### src/hdl/rsd_pkg.sv
// types, constants and controller table shared by the midi running status decoder
`timescale 1ns / 1ps

package rsd_pkg;

   localparam int LISTED_CC = 40;

   localparam logic [7:0] FIRST_DROPPED_BYTE = 8'hF6;

   localparam logic [3:0] STATUS_NOTE_OFF   = 4'h8;
   localparam logic [3:0] STATUS_NOTE_ON    = 4'h9;
   localparam logic [3:0] STATUS_CONTROL    = 4'hB;
   localparam logic [3:0] STATUS_PITCH_BEND = 4'hE;

   localparam logic [6:0] CC_ALL_SOUND_OFF = 7'd120;
   localparam logic [6:0] CC_ALL_NOTES_OFF = 7'd123;

   localparam logic [1:0] FULL_COUNT = 2'd3;
   localparam logic [1:0] RUNNING_COUNT = 2'd1;

   localparam logic [6:0] CC_NUMBERS [LISTED_CC] = '{
      7'd1,  7'd2,  7'd4,  7'd7,  7'd10, 7'd11, 7'd12, 7'd13, 7'd16, 7'd17,
      7'd18, 7'd19, 7'd64, 7'd65, 7'd66, 7'd67, 7'd68, 7'd69, 7'd70, 7'd71,
      7'd72, 7'd73, 7'd74, 7'd75, 7'd76, 7'd77, 7'd78, 7'd79, 7'd80, 7'd81,
      7'd82, 7'd83, 7'd84, 7'd91, 7'd92, 7'd93, 7'd94, 7'd95, 7'd33, 7'd39
   };

   typedef enum logic [2:0] {
      EVENT_NOTE_ON    = 3'd0,
      EVENT_NOTE_OFF   = 3'd1,
      EVENT_CONTROL    = 3'd2,
      EVENT_PITCH_BEND = 3'd3,
      EVENT_PANIC      = 3'd4
   } event_kind_type;

   typedef struct packed {
      event_kind_type event_kind;
      logic [6:0]     key_or_controller;
      logic [6:0]     data_value;
      logic [5:0]     cc_slot;
      logic [13:0]    bend_amount;
      logic           led_level;
   } rsd_result_type;

   typedef struct packed {
      logic       full;
      logic [7:0] status;
      logic [7:0] data1;
      logic [7:0] data2;
   } rsd_message_type;

   typedef struct packed {
      logic           handled;
      logic           emit;
      rsd_result_type result;
   } rsd_decode_type;

endpackage

### src/hdl/rsd_channels.sv
// request and response channel interfaces of the midi running status decoder
`timescale 1ns / 1ps

interface rsd_req_if;
   logic       valid;
   logic       ready;
   logic [7:0] rx_byte;

   modport source (output valid, output rx_byte, input ready);
   modport sink (input valid, input rx_byte, output ready);
endinterface

interface rsd_rsp_if;
   logic        valid;
   logic        ready;
   logic [2:0]  event_kind;
   logic [6:0]  key_or_controller;
   logic [6:0]  data_value;
   logic [5:0]  cc_slot;
   logic [13:0] bend_amount;
   logic        led_level;

   modport source (output valid, output event_kind, output key_or_controller,
                   output data_value, output cc_slot, output bend_amount,
                   output led_level, input ready);
   modport sink (input valid, input event_kind, input key_or_controller,
                 input data_value, input cc_slot, input bend_amount,
                 input led_level, output ready);
endinterface

### src/hdl/rsd_assembler.sv
// message buffer and byte count with running status
`timescale 1ns / 1ps

module rsd_assembler
   import rsd_pkg::*;
(
   input  logic            clock,
   input  logic            reset,
   input  logic            accept,
   input  logic [7:0]      rx_byte,
   input  logic            handled,
   output rsd_message_type message
);

   logic [1:0] count_ff, count_in;
   logic [7:0] bytes_ff [3];
   logic [7:0] bytes_in [3];
   logic [1:0] count_start;
   logic [1:0] count_fill;
   logic       drop;

   always_comb begin
      drop        = (rx_byte >= FIRST_DROPPED_BYTE);
      count_start = rx_byte[7] ? 2'd0 : count_ff;
      bytes_in    = bytes_ff;
      if (count_start != FULL_COUNT) begin
         bytes_in[count_start] = rx_byte;
         count_fill = count_start + 2'd1;
      end else begin
         count_fill = FULL_COUNT;
      end

      message.full   = (count_fill == FULL_COUNT) && !drop;
      message.status = bytes_in[0];
      message.data1  = bytes_in[1];
      message.data2  = bytes_in[2];

      count_in = count_ff;
      if (accept && !drop) begin
         count_in = (message.full && handled) ? RUNNING_COUNT : count_fill;
      end
   end

   always_ff @(posedge clock) begin
      if (reset) begin
         count_ff <= 2'd0;
         bytes_ff <= '{default: 8'h00};
      end else begin
         count_ff <= count_in;
         if (accept && !drop) begin
            bytes_ff <= bytes_in;
         end
      end
   end

endmodule

### src/hdl/rsd_decoder.sv
// decode of a complete three-byte message, with controller table match
`timescale 1ns / 1ps

module rsd_decoder
   import rsd_pkg::*;
#(
   parameter int TABLE_SIZE = 40
) (
   input  rsd_message_type message,
   output rsd_decode_type  decode
);

   logic [6:0] key;
   logic [6:0] val;
   logic       cc_hit;
   logic [5:0] cc_index;

   always_comb begin
      key      = message.data1[6:0];
      val      = message.data2[6:0];
      cc_hit   = 1'b0;
      cc_index = 6'd0;
      // first matching table entry wins
      for (int i = LISTED_CC - 1; i >= 0; i--) begin
         if (i < TABLE_SIZE && CC_NUMBERS[i] == key) begin
            cc_hit   = 1'b1;
            cc_index = 6'(i);
         end
      end

      decode.handled = 1'b0;
      decode.emit    = 1'b0;
      decode.result  = '{event_kind: EVENT_NOTE_OFF, key_or_controller: key,
                         data_value: val, cc_slot: 6'd0, bend_amount: 14'd0,
                         led_level: 1'b0};
      unique case (message.status[7:4])
         STATUS_NOTE_ON: begin
            decode.handled = 1'b1;
            decode.emit    = 1'b1;
            if (val != 7'd0) begin
               decode.result.event_kind = EVENT_NOTE_ON;
               decode.result.led_level  = 1'b1;
            end
         end
         STATUS_NOTE_OFF: begin
            decode.handled = 1'b1;
            decode.emit    = 1'b1;
         end
         STATUS_CONTROL: begin
            decode.handled = 1'b1;
            if (key == CC_ALL_SOUND_OFF || key == CC_ALL_NOTES_OFF) begin
               decode.emit              = 1'b1;
               decode.result.event_kind = EVENT_PANIC;
            end else begin
               decode.emit              = cc_hit;
               decode.result.event_kind = EVENT_CONTROL;
               decode.result.cc_slot    = cc_index;
            end
         end
         STATUS_PITCH_BEND: begin
            decode.handled = 1'b1;
            decode.emit    = 1'b1;
            decode.result.event_kind        = EVENT_PITCH_BEND;
            decode.result.key_or_controller = 7'd0;
            decode.result.data_value        = 7'd0;
            decode.result.bend_amount       = {val, key};
         end
         default: begin
         end
      endcase

      if (!message.full) begin
         decode.handled = 1'b0;
         decode.emit    = 1'b0;
      end
   end

endmodule

### src/hdl/rsd_out_stage.sv
// result register between the decoder and the response channel
`timescale 1ns / 1ps

module rsd_out_stage
   import rsd_pkg::*;
(
   input  logic           clock,
   input  logic           reset,
   input  logic           accept,
   input  rsd_decode_type decode,
   output logic           slot_free,
   rsd_rsp_if.source      rsp_chan
);

   logic           valid_ff;
   rsd_result_type result_ff;

   assign slot_free = !valid_ff || rsp_chan.ready;

   always_ff @(posedge clock) begin
      if (reset) begin
         valid_ff <= 1'b0;
      end else if (accept) begin
         valid_ff <= decode.emit;
      end else if (rsp_chan.ready) begin
         valid_ff <= 1'b0;
      end
   end

   always_ff @(posedge clock) begin
      if (accept && decode.emit) begin
         result_ff <= decode.result;
      end
   end

   assign rsp_chan.valid             = valid_ff;
   assign rsp_chan.event_kind        = result_ff.event_kind;
   assign rsp_chan.key_or_controller = result_ff.key_or_controller;
   assign rsp_chan.data_value        = result_ff.data_value;
   assign rsp_chan.cc_slot           = result_ff.cc_slot;
   assign rsp_chan.bend_amount       = result_ff.bend_amount;
   assign rsp_chan.led_level         = result_ff.led_level;

endmodule

### src/hdl/midi_running_status_decoder.sv
// top level of the midi running status decoder
`timescale 1ns / 1ps

// midi running status decoder
// req_chan carries one received serial midi byte per request (rx_byte)
// rsp_chan carries at most one decoded event per request: note on, note off,
//   control change with its table slot, pitch bend or panic
// bytes 0xF6 and up are swallowed, a status byte restarts the message buffer,
//   and after a handled message the status byte stays for running status
// throughput: one request per cycle while rsp_chan.ready stays high, set by the single result register
// an event shows on rsp_chan in the cycle after the byte that completes it is taken
// a byte that completes nothing, or an unhandled status, gives no response
// stall: req_chan.ready stays high while the result register is empty or is
//   being taken in the same cycle; a held result blocks only further requests
// reset (synchronous, active high) clears the byte count, the buffer and
//   the result valid flag
// CC_TABLE_SIZE limits how many entries of the controller table may match

module midi_running_status_decoder
   import rsd_pkg::*;
#(
   parameter int CC_TABLE_SIZE = 40
) (
   input  logic      clock,
   input  logic      reset,
   rsd_req_if.sink   req_chan,
   rsd_rsp_if.source rsp_chan
);

   logic            accept;
   logic            slot_free;
   rsd_message_type message;
   rsd_decode_type  decode;

   // take a request whenever the result register can hold its outcome
   assign req_chan.ready = slot_free;
   assign accept         = req_chan.valid && slot_free;

   // buffer update and count, with running status fallback
   rsd_assembler u_assembler (
      .clock   (clock),
      .reset   (reset),
      .accept  (accept),
      .rx_byte (req_chan.rx_byte),
      .handled (decode.handled),
      .message (message)
   );

   // message decode and parallel controller compare
   rsd_decoder #(
      .TABLE_SIZE (CC_TABLE_SIZE)
   ) u_decoder (
      .message (message),
      .decode  (decode)
   );

   // registered response
   rsd_out_stage u_out_stage (
      .clock     (clock),
      .reset     (reset),
      .accept    (accept),
      .decode    (decode),
      .slot_free (slot_free),
      .rsp_chan  (rsp_chan)
   );

endmodule

### src/flat_wrapper.sv
// flat-port wrapper written by rule: the top's interface ports become plain ports
module midi_running_status_decoder_flat import rsd_pkg::*;
#(
   parameter int CC_TABLE_SIZE = 40
)
  (clock, reset, req_chan_valid, req_chan_rx_byte, req_chan_ready, rsp_chan_valid, rsp_chan_event_kind, rsp_chan_key_or_controller, rsp_chan_data_value, rsp_chan_cc_slot, rsp_chan_bend_amount, rsp_chan_led_level, rsp_chan_ready);
  rsd_req_if req_chan_i ();
  rsd_rsp_if rsp_chan_i ();
  input  logic clock;
  input  logic reset;
  input wire logic [$bits(req_chan_i.valid)-1:0] req_chan_valid;
  input wire logic [$bits(req_chan_i.rx_byte)-1:0] req_chan_rx_byte;
  output wire logic [$bits(req_chan_i.ready)-1:0] req_chan_ready;
  output wire logic [$bits(rsp_chan_i.valid)-1:0] rsp_chan_valid;
  output wire logic [$bits(rsp_chan_i.event_kind)-1:0] rsp_chan_event_kind;
  output wire logic [$bits(rsp_chan_i.key_or_controller)-1:0] rsp_chan_key_or_controller;
  output wire logic [$bits(rsp_chan_i.data_value)-1:0] rsp_chan_data_value;
  output wire logic [$bits(rsp_chan_i.cc_slot)-1:0] rsp_chan_cc_slot;
  output wire logic [$bits(rsp_chan_i.bend_amount)-1:0] rsp_chan_bend_amount;
  output wire logic [$bits(rsp_chan_i.led_level)-1:0] rsp_chan_led_level;
  input wire logic [$bits(rsp_chan_i.ready)-1:0] rsp_chan_ready;
  assign req_chan_i.valid = req_chan_valid;
  assign req_chan_i.rx_byte = req_chan_rx_byte;
  assign req_chan_ready = req_chan_i.ready;
  assign rsp_chan_valid = rsp_chan_i.valid;
  assign rsp_chan_event_kind = rsp_chan_i.event_kind;
  assign rsp_chan_key_or_controller = rsp_chan_i.key_or_controller;
  assign rsp_chan_data_value = rsp_chan_i.data_value;
  assign rsp_chan_cc_slot = rsp_chan_i.cc_slot;
  assign rsp_chan_bend_amount = rsp_chan_i.bend_amount;
  assign rsp_chan_led_level = rsp_chan_i.led_level;
  assign rsp_chan_i.ready = rsp_chan_ready;
  midi_running_status_decoder #(.CC_TABLE_SIZE(CC_TABLE_SIZE)) u_core (.clock(clock), .reset(reset), .req_chan(req_chan_i), .rsp_chan(rsp_chan_i));
endmodule
### config.mk
export PLATFORM = sky130hd
export DESIGN_NAME = midi_running_status_decoder_flat
export DESIGN_NICKNAME = d
export VERILOG_FILES = /design/src/hdl/rsd_pkg.sv /design/src/hdl/rsd_channels.sv /design/src/hdl/rsd_assembler.sv /design/src/hdl/rsd_decoder.sv /design/src/hdl/rsd_out_stage.sv /design/src/hdl/midi_running_status_decoder.sv /design/src/flat_wrapper.sv
export SDC_FILE = /design/constraint.sdc
export NUM_CORES = 1
export LEC_CHECK = 0
export BUFFER_PORTS_ARGS = -buffer_cell sky130_fd_sc_hd__buf_2
export CAP_MARGIN = 0
export CORE_UTILIZATION = 32
export DETAILED_ROUTE_END_ITERATION = 16
export SLEW_MARGIN = 20
export SYNTH_ARGS = -nofsm -noshare
export SYNTH_HDL_FRONTEND = slang
export SYNTH_SLANG_ARGS = --single-unit
### constraint.sdc
create_clock -name clock -period 13.45 [get_ports clock]
set_input_delay 2.69 -clock clock [delete_from_list [all_inputs] [get_ports clock]]
set_output_delay 2.69 -clock clock [all_outputs]
set_load 0.05 [all_outputs]
==> results of run 1 <==
[final cells by class]
cell class,count,area share [%]
tap,136,4.29
clock buffer,9,3.13
multi-input combinational,268,43.1
clock inverter,7,1.93
timing repair buffer,55,7.70
inverter,5,0.473
sequential,59,39.4
[metrics by stage]
step,instances,hold slack (ns),util [%]
6_report,539,0.477,38.2
5_1_grt,539,0.507,38.2
4_1_cts,538,0.476,38.0
3_5_place_dp,522,0.465,36.0
3_3_place_gp,522,0.460,35.9
2_1_floorplan,365,0.445,-
[synthesized netlist by cell type (6+ instances only)]
master | instances | area share, %
nand2_1 | 25 | 2.7
nand3_1 | 19 | 2.8
nor2_1 | 53 | 5.8
nand2b_1 | 6 | 1.1
clkbuf_1 | 20 | 2.2
nand3b_1 | 7 | 1.5
edfxtp_1 | 38 | 33
dfxtp_1 | 21 | 12
a21oi_1 | 25 | 3.6
mux2i_1 | 21 | 6.1
nor3_1 | 13 | 1.9
o21ai_0 | 9 | 1.3
[flip-flops by register name, summed over array words and instances (netlist names)]
name                                           flops
u_core.u_out_stage.rsp_chan.bend_amount           14
u_core.u_out_stage.rsp_chan.key_or_controller      7
u_core.u_out_stage.rsp_chan.event_kind             3
u_core.u_out_stage.rsp_chan.data_value             7
u_core.u_out_stage.rsp_chan.valid                  1
u_core.u_assembler.bytes_ff                       18
u_core.u_out_stage.rsp_chan.led_level              1
u_core.u_out_stage.rsp_chan.cc_slot                6
u_core.u_assembler.count_ff                        2
[critical path: cells and delay by family]
| kind | cells | cell delay (ns) |
|---|---|---|
| buffers and inverters | 2 | 0.40 |
| AND/OR/NAND/NOR | 1 | 0.20 |
[cells by family (layout without fill, tap and decap cells)]
family,Yosys count,in the layout,share of synthesized area [%]
flops,59,59,45.4
xor+xnor,4,4,1.02
buf+inv,38,76,5.46
compound gates,71,71,14.6
simple gates,169,169,26.1
mux,24,24,7.32
[layer usage]
layer / vias up / wire length, um
met1: 1359 / 4230
met2: 114 / 3950
met5: - / 0
met3: 16 / 531
met4: 0 / 187
li1: 1409 / -
[power by group through the flow]
stage | clock [mW] | combinational (mW) | sequential, mW
3_3_place_gp | 0 | 0.0529 | 0.203
2_1_floorplan | 0 | 0.0428 | 0.201
6_report | 0.164 | 0.0538 | 0.199
4_1_cts | 0.166 | 0.0530 | 0.199
5_1_grt | 0.176 | 0.0587 | 0.200
3_5_place_dp | 0 | 0.0529 | 0.203
[worst paths after layout]
| check | from | endpoint | slack (ns) | depth (start not counted) |
|---|---|---|---|---|
| worst max-delay path | rsp_chan_ready | req_chan_ready | 7.48 | 3 |
| worst min-delay path | u_core.u_assembler.bytes_ff[3] | u_core.u_assembler.bytes_ff[3] | 0.48 | 2 |
| worst max register to register | u_core.u_assembler.count_ff[0] | u_core.u_out_stage.rsp_chan.bend_amount[9] | 10.01 | 6 |
| worst min register to register | u_core.u_assembler.bytes_ff[3] | u_core.u_assembler.bytes_ff[3] | 0.48 | 2 |
==> run_results.csv, run 1 <==
group,metric,value,unit
status,status,"finished, final reports clean",
sta,tightest_slew,0.931,ns
yosys,synthCells,365,
floorplan,pin_count,52,
run,maxCapViolCount,0,
grt,use_met2,24.3,%
yosys,synth_nets,377,
yosys,async_flop_share,0,%
worst_setup_path,end_kind,"output port",
grt,antenna_found_initial,0,
yosys,synth.yosys.warnings,0,
grt,grt_pass1_wl,14.1,mm
cts,post_cts_resized,0,
yosys,synth_area,3440,um2
cts,cts.clk_slew.worst_paths,0.07,ns
cells_and_area,final_common_cell,"nor2_1",
drt,wl,8.90,mm
drt,firstDrtPassIters,5,
sta,fin_worst_skew,0.00783,ns
power,power_frac_clock,39.3,%
power,internal_power,299,uW
cells_and_area,multiInputGateArea,1710,um2
worst_hold_path,hold_class,"reg2reg",
sta,max_slew_margin,36.1,%
grt,first_global_vias,2627,
yosys,seq_area_frac_synth,45.4,%
floorplan,start_util,33.1,%
sta,max_freq,0.167,GHz
yosys,syn_avg_cell_area,9.41,um2
cts,postCtsSetupBuffers,0,
floorplan,die_y,106,um
worst_setup_path,critPathMaxStageDelay,0.30,ns
cts,cts_buffers,9,
worst_setup_path,worstPathRequired,10.76,ns
cells_and_area,n_antenna_cell,0,
sta,finalWorstSetupSlack,7.48,ns
drt,vias,2898,
placed_design,dpl.hpwl,6.17,mm
sta,min_period,5.97,ns
grt,busiest_layer,"met2",
power,seq_power_share,47.8,%
worst_setup_path,critPathKind,"in2out",
placed_design,place_ws,7.46,ns
sta,hold_viol,0,
grt,grt_usage,16.3,%
placed_design,place_congestion,0.878,
power,switching_share,28.2,%
power,switchingPower,118,uW
power,p_leak,1.38,nW
cells_and_area,drive_gt1_share,23.3,%
worst_setup_path,cp-start-kind,"input port",
power,power.total,417,uW
sta,setup_viol,0,
cells_and_area,stdcell_area,3960,um2
worst_setup_path,crit_chain,"buf_2, nand2b_1, buf_2",
sta,slew_violations,0,
power,power_density,105,nW/um2
yosys,synth-main-ff-cell,"edfxtp_1",
cts,cts_tree,"yes",
worst_setup_path,crit_fanout,3,
drt,drt_iter0_markers,318,
floorplan,die_w,106,um
cells_and_area,nNetsFinal,410,
cells_and_area,area_growth,15.4,%
worst_setup_path,crit_path_frequent_cell,"buf_2",
yosys,synth-seq-cells,59,
cts,cts_sinks,59,
floorplan,core_area,10400,um2
drt,drc_errors,0,
cells_and_area,final_cell_mix,"nor2_1, buf_2, edfxtp_1",
yosys,yosysUniqueCellTypes,69,
power,vdd_drop_max,0.0398,mV
sta,rsz0062_at_grt,"false",
yosys,synth_edf_count,38,
cts,clock_latency,0.35,ns
cts,cts_root_buffer,"clkbuf_8",
grt,grt_max_degree,39,
cells_and_area,fillers,1050,
grt,use_met1,22.7,%
power,share_comb_of_total_power,12.9,%
cts,hold_buffers,0,
worst_setup_path,slowest_stage,"buf_2",
cts,clockBufferDepth,2,
worst_setup_path,cp.arrival,3.28,ns
floorplan,dieArea,11200,um2
placed_design,io_buffers,51,
cells_and_area,regArea,1560,um2
sta,layout_worst_path_cycle_share,44.4,%
floorplan,placementRows,37,
drt,ant_nets,0,
drt,wire_per_inst,16.5,um
cts,ctsHtreeMaxLevel,3,
placed_design,place_area,3740,um2
grt,grt-ovfl-total,0,
grt,use_met3,4.27,%
sta,finalSetupTns,0,ns
drt,via_per_inst,5.38,
Note: power is estimated with default switching activity, not from simulation.
==> inputs of run 2 (changes only) <==
--- a/config.mk
+++ b/config.mk
@@ -5,6 +5,7 @@
 export SDC_FILE = /design/constraint.sdc
 export NUM_CORES = 1
 export LEC_CHECK = 0
+export ABC_AREA = 1
 export BUFFER_PORTS_ARGS = -buffer_cell sky130_fd_sc_hd__buf_2
 export CAP_MARGIN = 0
 export CORE_UTILIZATION = 32
==> constraint.sdc (replaced) <==
create_clock -name clock -period 5.7 [get_ports clock]
set_input_delay 1.14 -clock clock [delete_from_list [all_inputs] [get_ports clock]]
set_output_delay 1.14 -clock clock [all_outputs]
set_load 0.05 [all_outputs]
==> run 2 against run 1 <==
Clock power grew 100%. Die area decreased by 9.1%. Wire length is 15% lower. Clock skew rose by 0.0074 ns. Largest cell class is now sequential cells. Worst hold slack got worse by 0.00084 ns. Core utilization grew 1.1 points. Cell count is 5.0% higher. Sequential share of layout area up 3.2 points.
==> run_results.csv, run 2 <==
group,metric,value,unit
drt,firstDrtPassIters,4,
cts,cts.clk_slew.worst_paths,0.07,ns
floorplan,dieArea,10100,um2
power,power_density,265,nW/um2
cts,hold_buffers,0,
sta,layout_worst_path_cycle_share,62.8,%
drt,drt_iter0_markers,240,
floorplan,core_area,9330,um2
drt,wl,7.53,mm
cts,postCtsSetupBuffers,0,
yosys,synth_top_area_share,36.6,%
yosys,async_flop_share,0,%
yosys,synth_nets,390,
drt,via_per_inst,4.79,
cts,clock_latency,0.34,ns
worst_setup_path,end_kind,"register",
sta,setup_viol,0,
cts,cts_sinks,59,
worst_setup_path,cp.arrival,3.55,ns
status,status,"finished, final reports clean",
power,vdd_drop_max,0.111,mV
grt,grt_usage,16.0,%
sta,tightest_slew,0.803,ns
drt,routed.top_layer,"met4",
cts,ctsHtreeMaxLevel,3,
grt,grt_max_degree,39,
yosys,synth-seq-cells,59,
cells_and_area,nNetsFinal,444,
yosys,yosys-top-cells-count,"nor2_1, nand2_1, edfxtp_1, inv_1, dfxtp_1",
yosys,seq_area_frac_synth,50.1,%
cells_and_area,drive_gt1_share,26.1,%
yosys,synth_edf_count,38,
power,seq_power_share,49.0,%
cts,cts_buffers,9,
worst_setup_path,worstPathRequired,5.67,ns
floorplan,die_y,101,um
yosys,synth_area,3120,um2
floorplan,placementRows,35,
drt,drc_errors,0,
cells_and_area,final_common_cell,"nor2_1",
cells_and_area,multiInputGateArea,1330,um2
yosys,synthCells,378,
worst_setup_path,critPathMaxStageDelay,0.70,ns
worst_setup_path,cp-start-kind,"input port",
power,switchingPower,302,uW
power,switching_share,31.1,%
sta,slew_violations,0,
grt,antenna_found_initial,0,
drt,wl_met1,3.62,mm
floorplan,pin_count,52,
yosys,yosysTopAreaCell,"edfxtp_1",
yosys,yosysUniqueCellTypes,37,
yosys,yosysMostFrequentCell,"nor2_1",
drt,ant_nets,0,
power,share_comb_of_total_power,17.0,%
power,internal_power,669,uW
sta,fin_worst_skew,0.0152,ns
cells_and_area,area_growth,17.5,%
cts,post_cts_resized,0,
sta,max_freq,0.280,GHz
drt,wire_per_inst,13.3,um
worst_hold_path,hold_path_depth,2,
run,maxCapViolCount,0,
floorplan,die_w,101,um
yosys,synth_area_leaders,"edfxtp_1, dfxtp_1, nor2_1",
grt,first_global_vias,2545,
worst_setup_path,slowest_stage,"nor4_4",
cells_and_area,stdcell_count,566,
sta,rsz0062_at_grt,"false",
power,p_leak,1.52,nW
power,power_frac_clock,34.0,%
cells_and_area,n_antenna_cell,0,
worst_setup_path,worst_r2r_path_depth,15,
placed_design,dpl.hpwl,5.73,mm
sta,min_period,3.58,ns
drt,wl_met2,3.25,mm
floorplan,start_util,33.4,%
sta,max_slew_margin,46.4,%
drt,vias,2713,
worst_setup_path,crit_fanout,38,
cells_and_area,regArea,1560,um2
cells_and_area,final_cell_mix,"nor2_1, nand2_1, buf_2",
yosys,syn_avg_cell_area,8.25,um2
cells_and_area,largest_register_ffs,18,
drt,routed-wl-met3,491,um
placed_design,io_buffers,51,
cells_and_area,fillers,949,
cells_and_area,largest-register,"u_core.u_assembler.bytes_ff",
worst_setup_path,critPathKind,"in2reg",
placed_design,dp.cells,550,
cts,cts_root_buffer,"clkbuf_8",
cts,cts_tree,"yes",
yosys,synth.yosys.warnings,0,
worst_hold_path,hold_class,"reg2reg",
grt,grt_pass1_wl,12.6,mm
grt,grt-ovfl-total,0,
worst_setup_path,crit_chain,"buf_2, nor2_1, inv_1, nand2_2, inv_2, nand2_1, o21ai_1, nor4_4, a21oi_1, nand2_1, nand3_1, inv_1, nand2_1, inv_1, buf_4",
sta,finalSetupTns,0,ns
cts,clockBufferDepth,2,
sta,hold_viol,0,
yosys,synth-main-ff-cell,"edfxtp_1",
placed_design,place_congestion,0.962,
[run 2: logic make-up after synthesis]
family / count (synthesis) / share of synthesized area (%)
simple gates: 200 / 30.1
buf+inv: 56 / 7.23
mux: 2 / 0.642
flops: 59 / 50.1
compound gates: 61 / 12.0
[run 2: final timing paths]
check / startpoint / end / slack, ns
max: req_chan_rx_byte[7] / u_core.u_out_stage.rsp_chan.bend_amount[2] / 2.12
min: u_core.u_assembler.bytes_ff[12] / u_core.u_assembler.bytes_ff[12] / 0.48
max reg2reg: u_core.u_assembler.count_ff[1] / u_core.u_out_stage.rsp_chan.bend_amount[2] / 2.62
min reg2reg: u_core.u_assembler.bytes_ff[12] / u_core.u_assembler.bytes_ff[12] / 0.48
[run 2: cell type report]
type / instances / area share (%)
Sequential cell: 59 / 42.6
Tap cell: 129 / 4.41
Timing Repair Buffer: 52 / 7.17
Clock inverter: 7 / 1.20
Clock buffer: 9 / 3.38
Inverter: 47 / 4.92
Multi-Input combinational cell: 263 / 36.3
[run 2: power groups by stage]
stage	clock (mW)	sequential (mW)	combinational [mW]
3_5_place_dp	0	0.485	0.164
5_1_grt	0.355	0.477	0.185
6_report	0.330	0.476	0.165
3_3_place_gp	0	0.485	0.164
4_1_cts	0.333	0.475	0.165
2_1_floorplan	0	0.490	0.119
[run 2: layer usage]
metal  track usage [%]  up-vias
li1                  -     1368
met1              22.3     1224
met2              24.2      106
met3              3.26       15
met4              6.69        0
met5                 0        -
[run 2: critical path: cells and delay by family]
kind                   cells  cell delay (ns)
AOI/OAI and AO/OA          2             0.29
buffers and inverters      6             0.86
and+or+nand+nor            7             1.25
[run 2: stage by stage]
stage	util, %	setup slack, ns	area (um2)	hold WS (ns)	total power, mW
floorplan	-	2.12	3120	0.444	0.609
global placement	37.5	1.85	3500	0.455	0.649
detailed placement	37.5	1.75	3500	0.471	0.649
CTS	39.3	2.10	3660	0.478	0.973
global route	39.3	1.79	3660	0.498	1.02
finish	39.3	2.12	3660	0.476	0.971
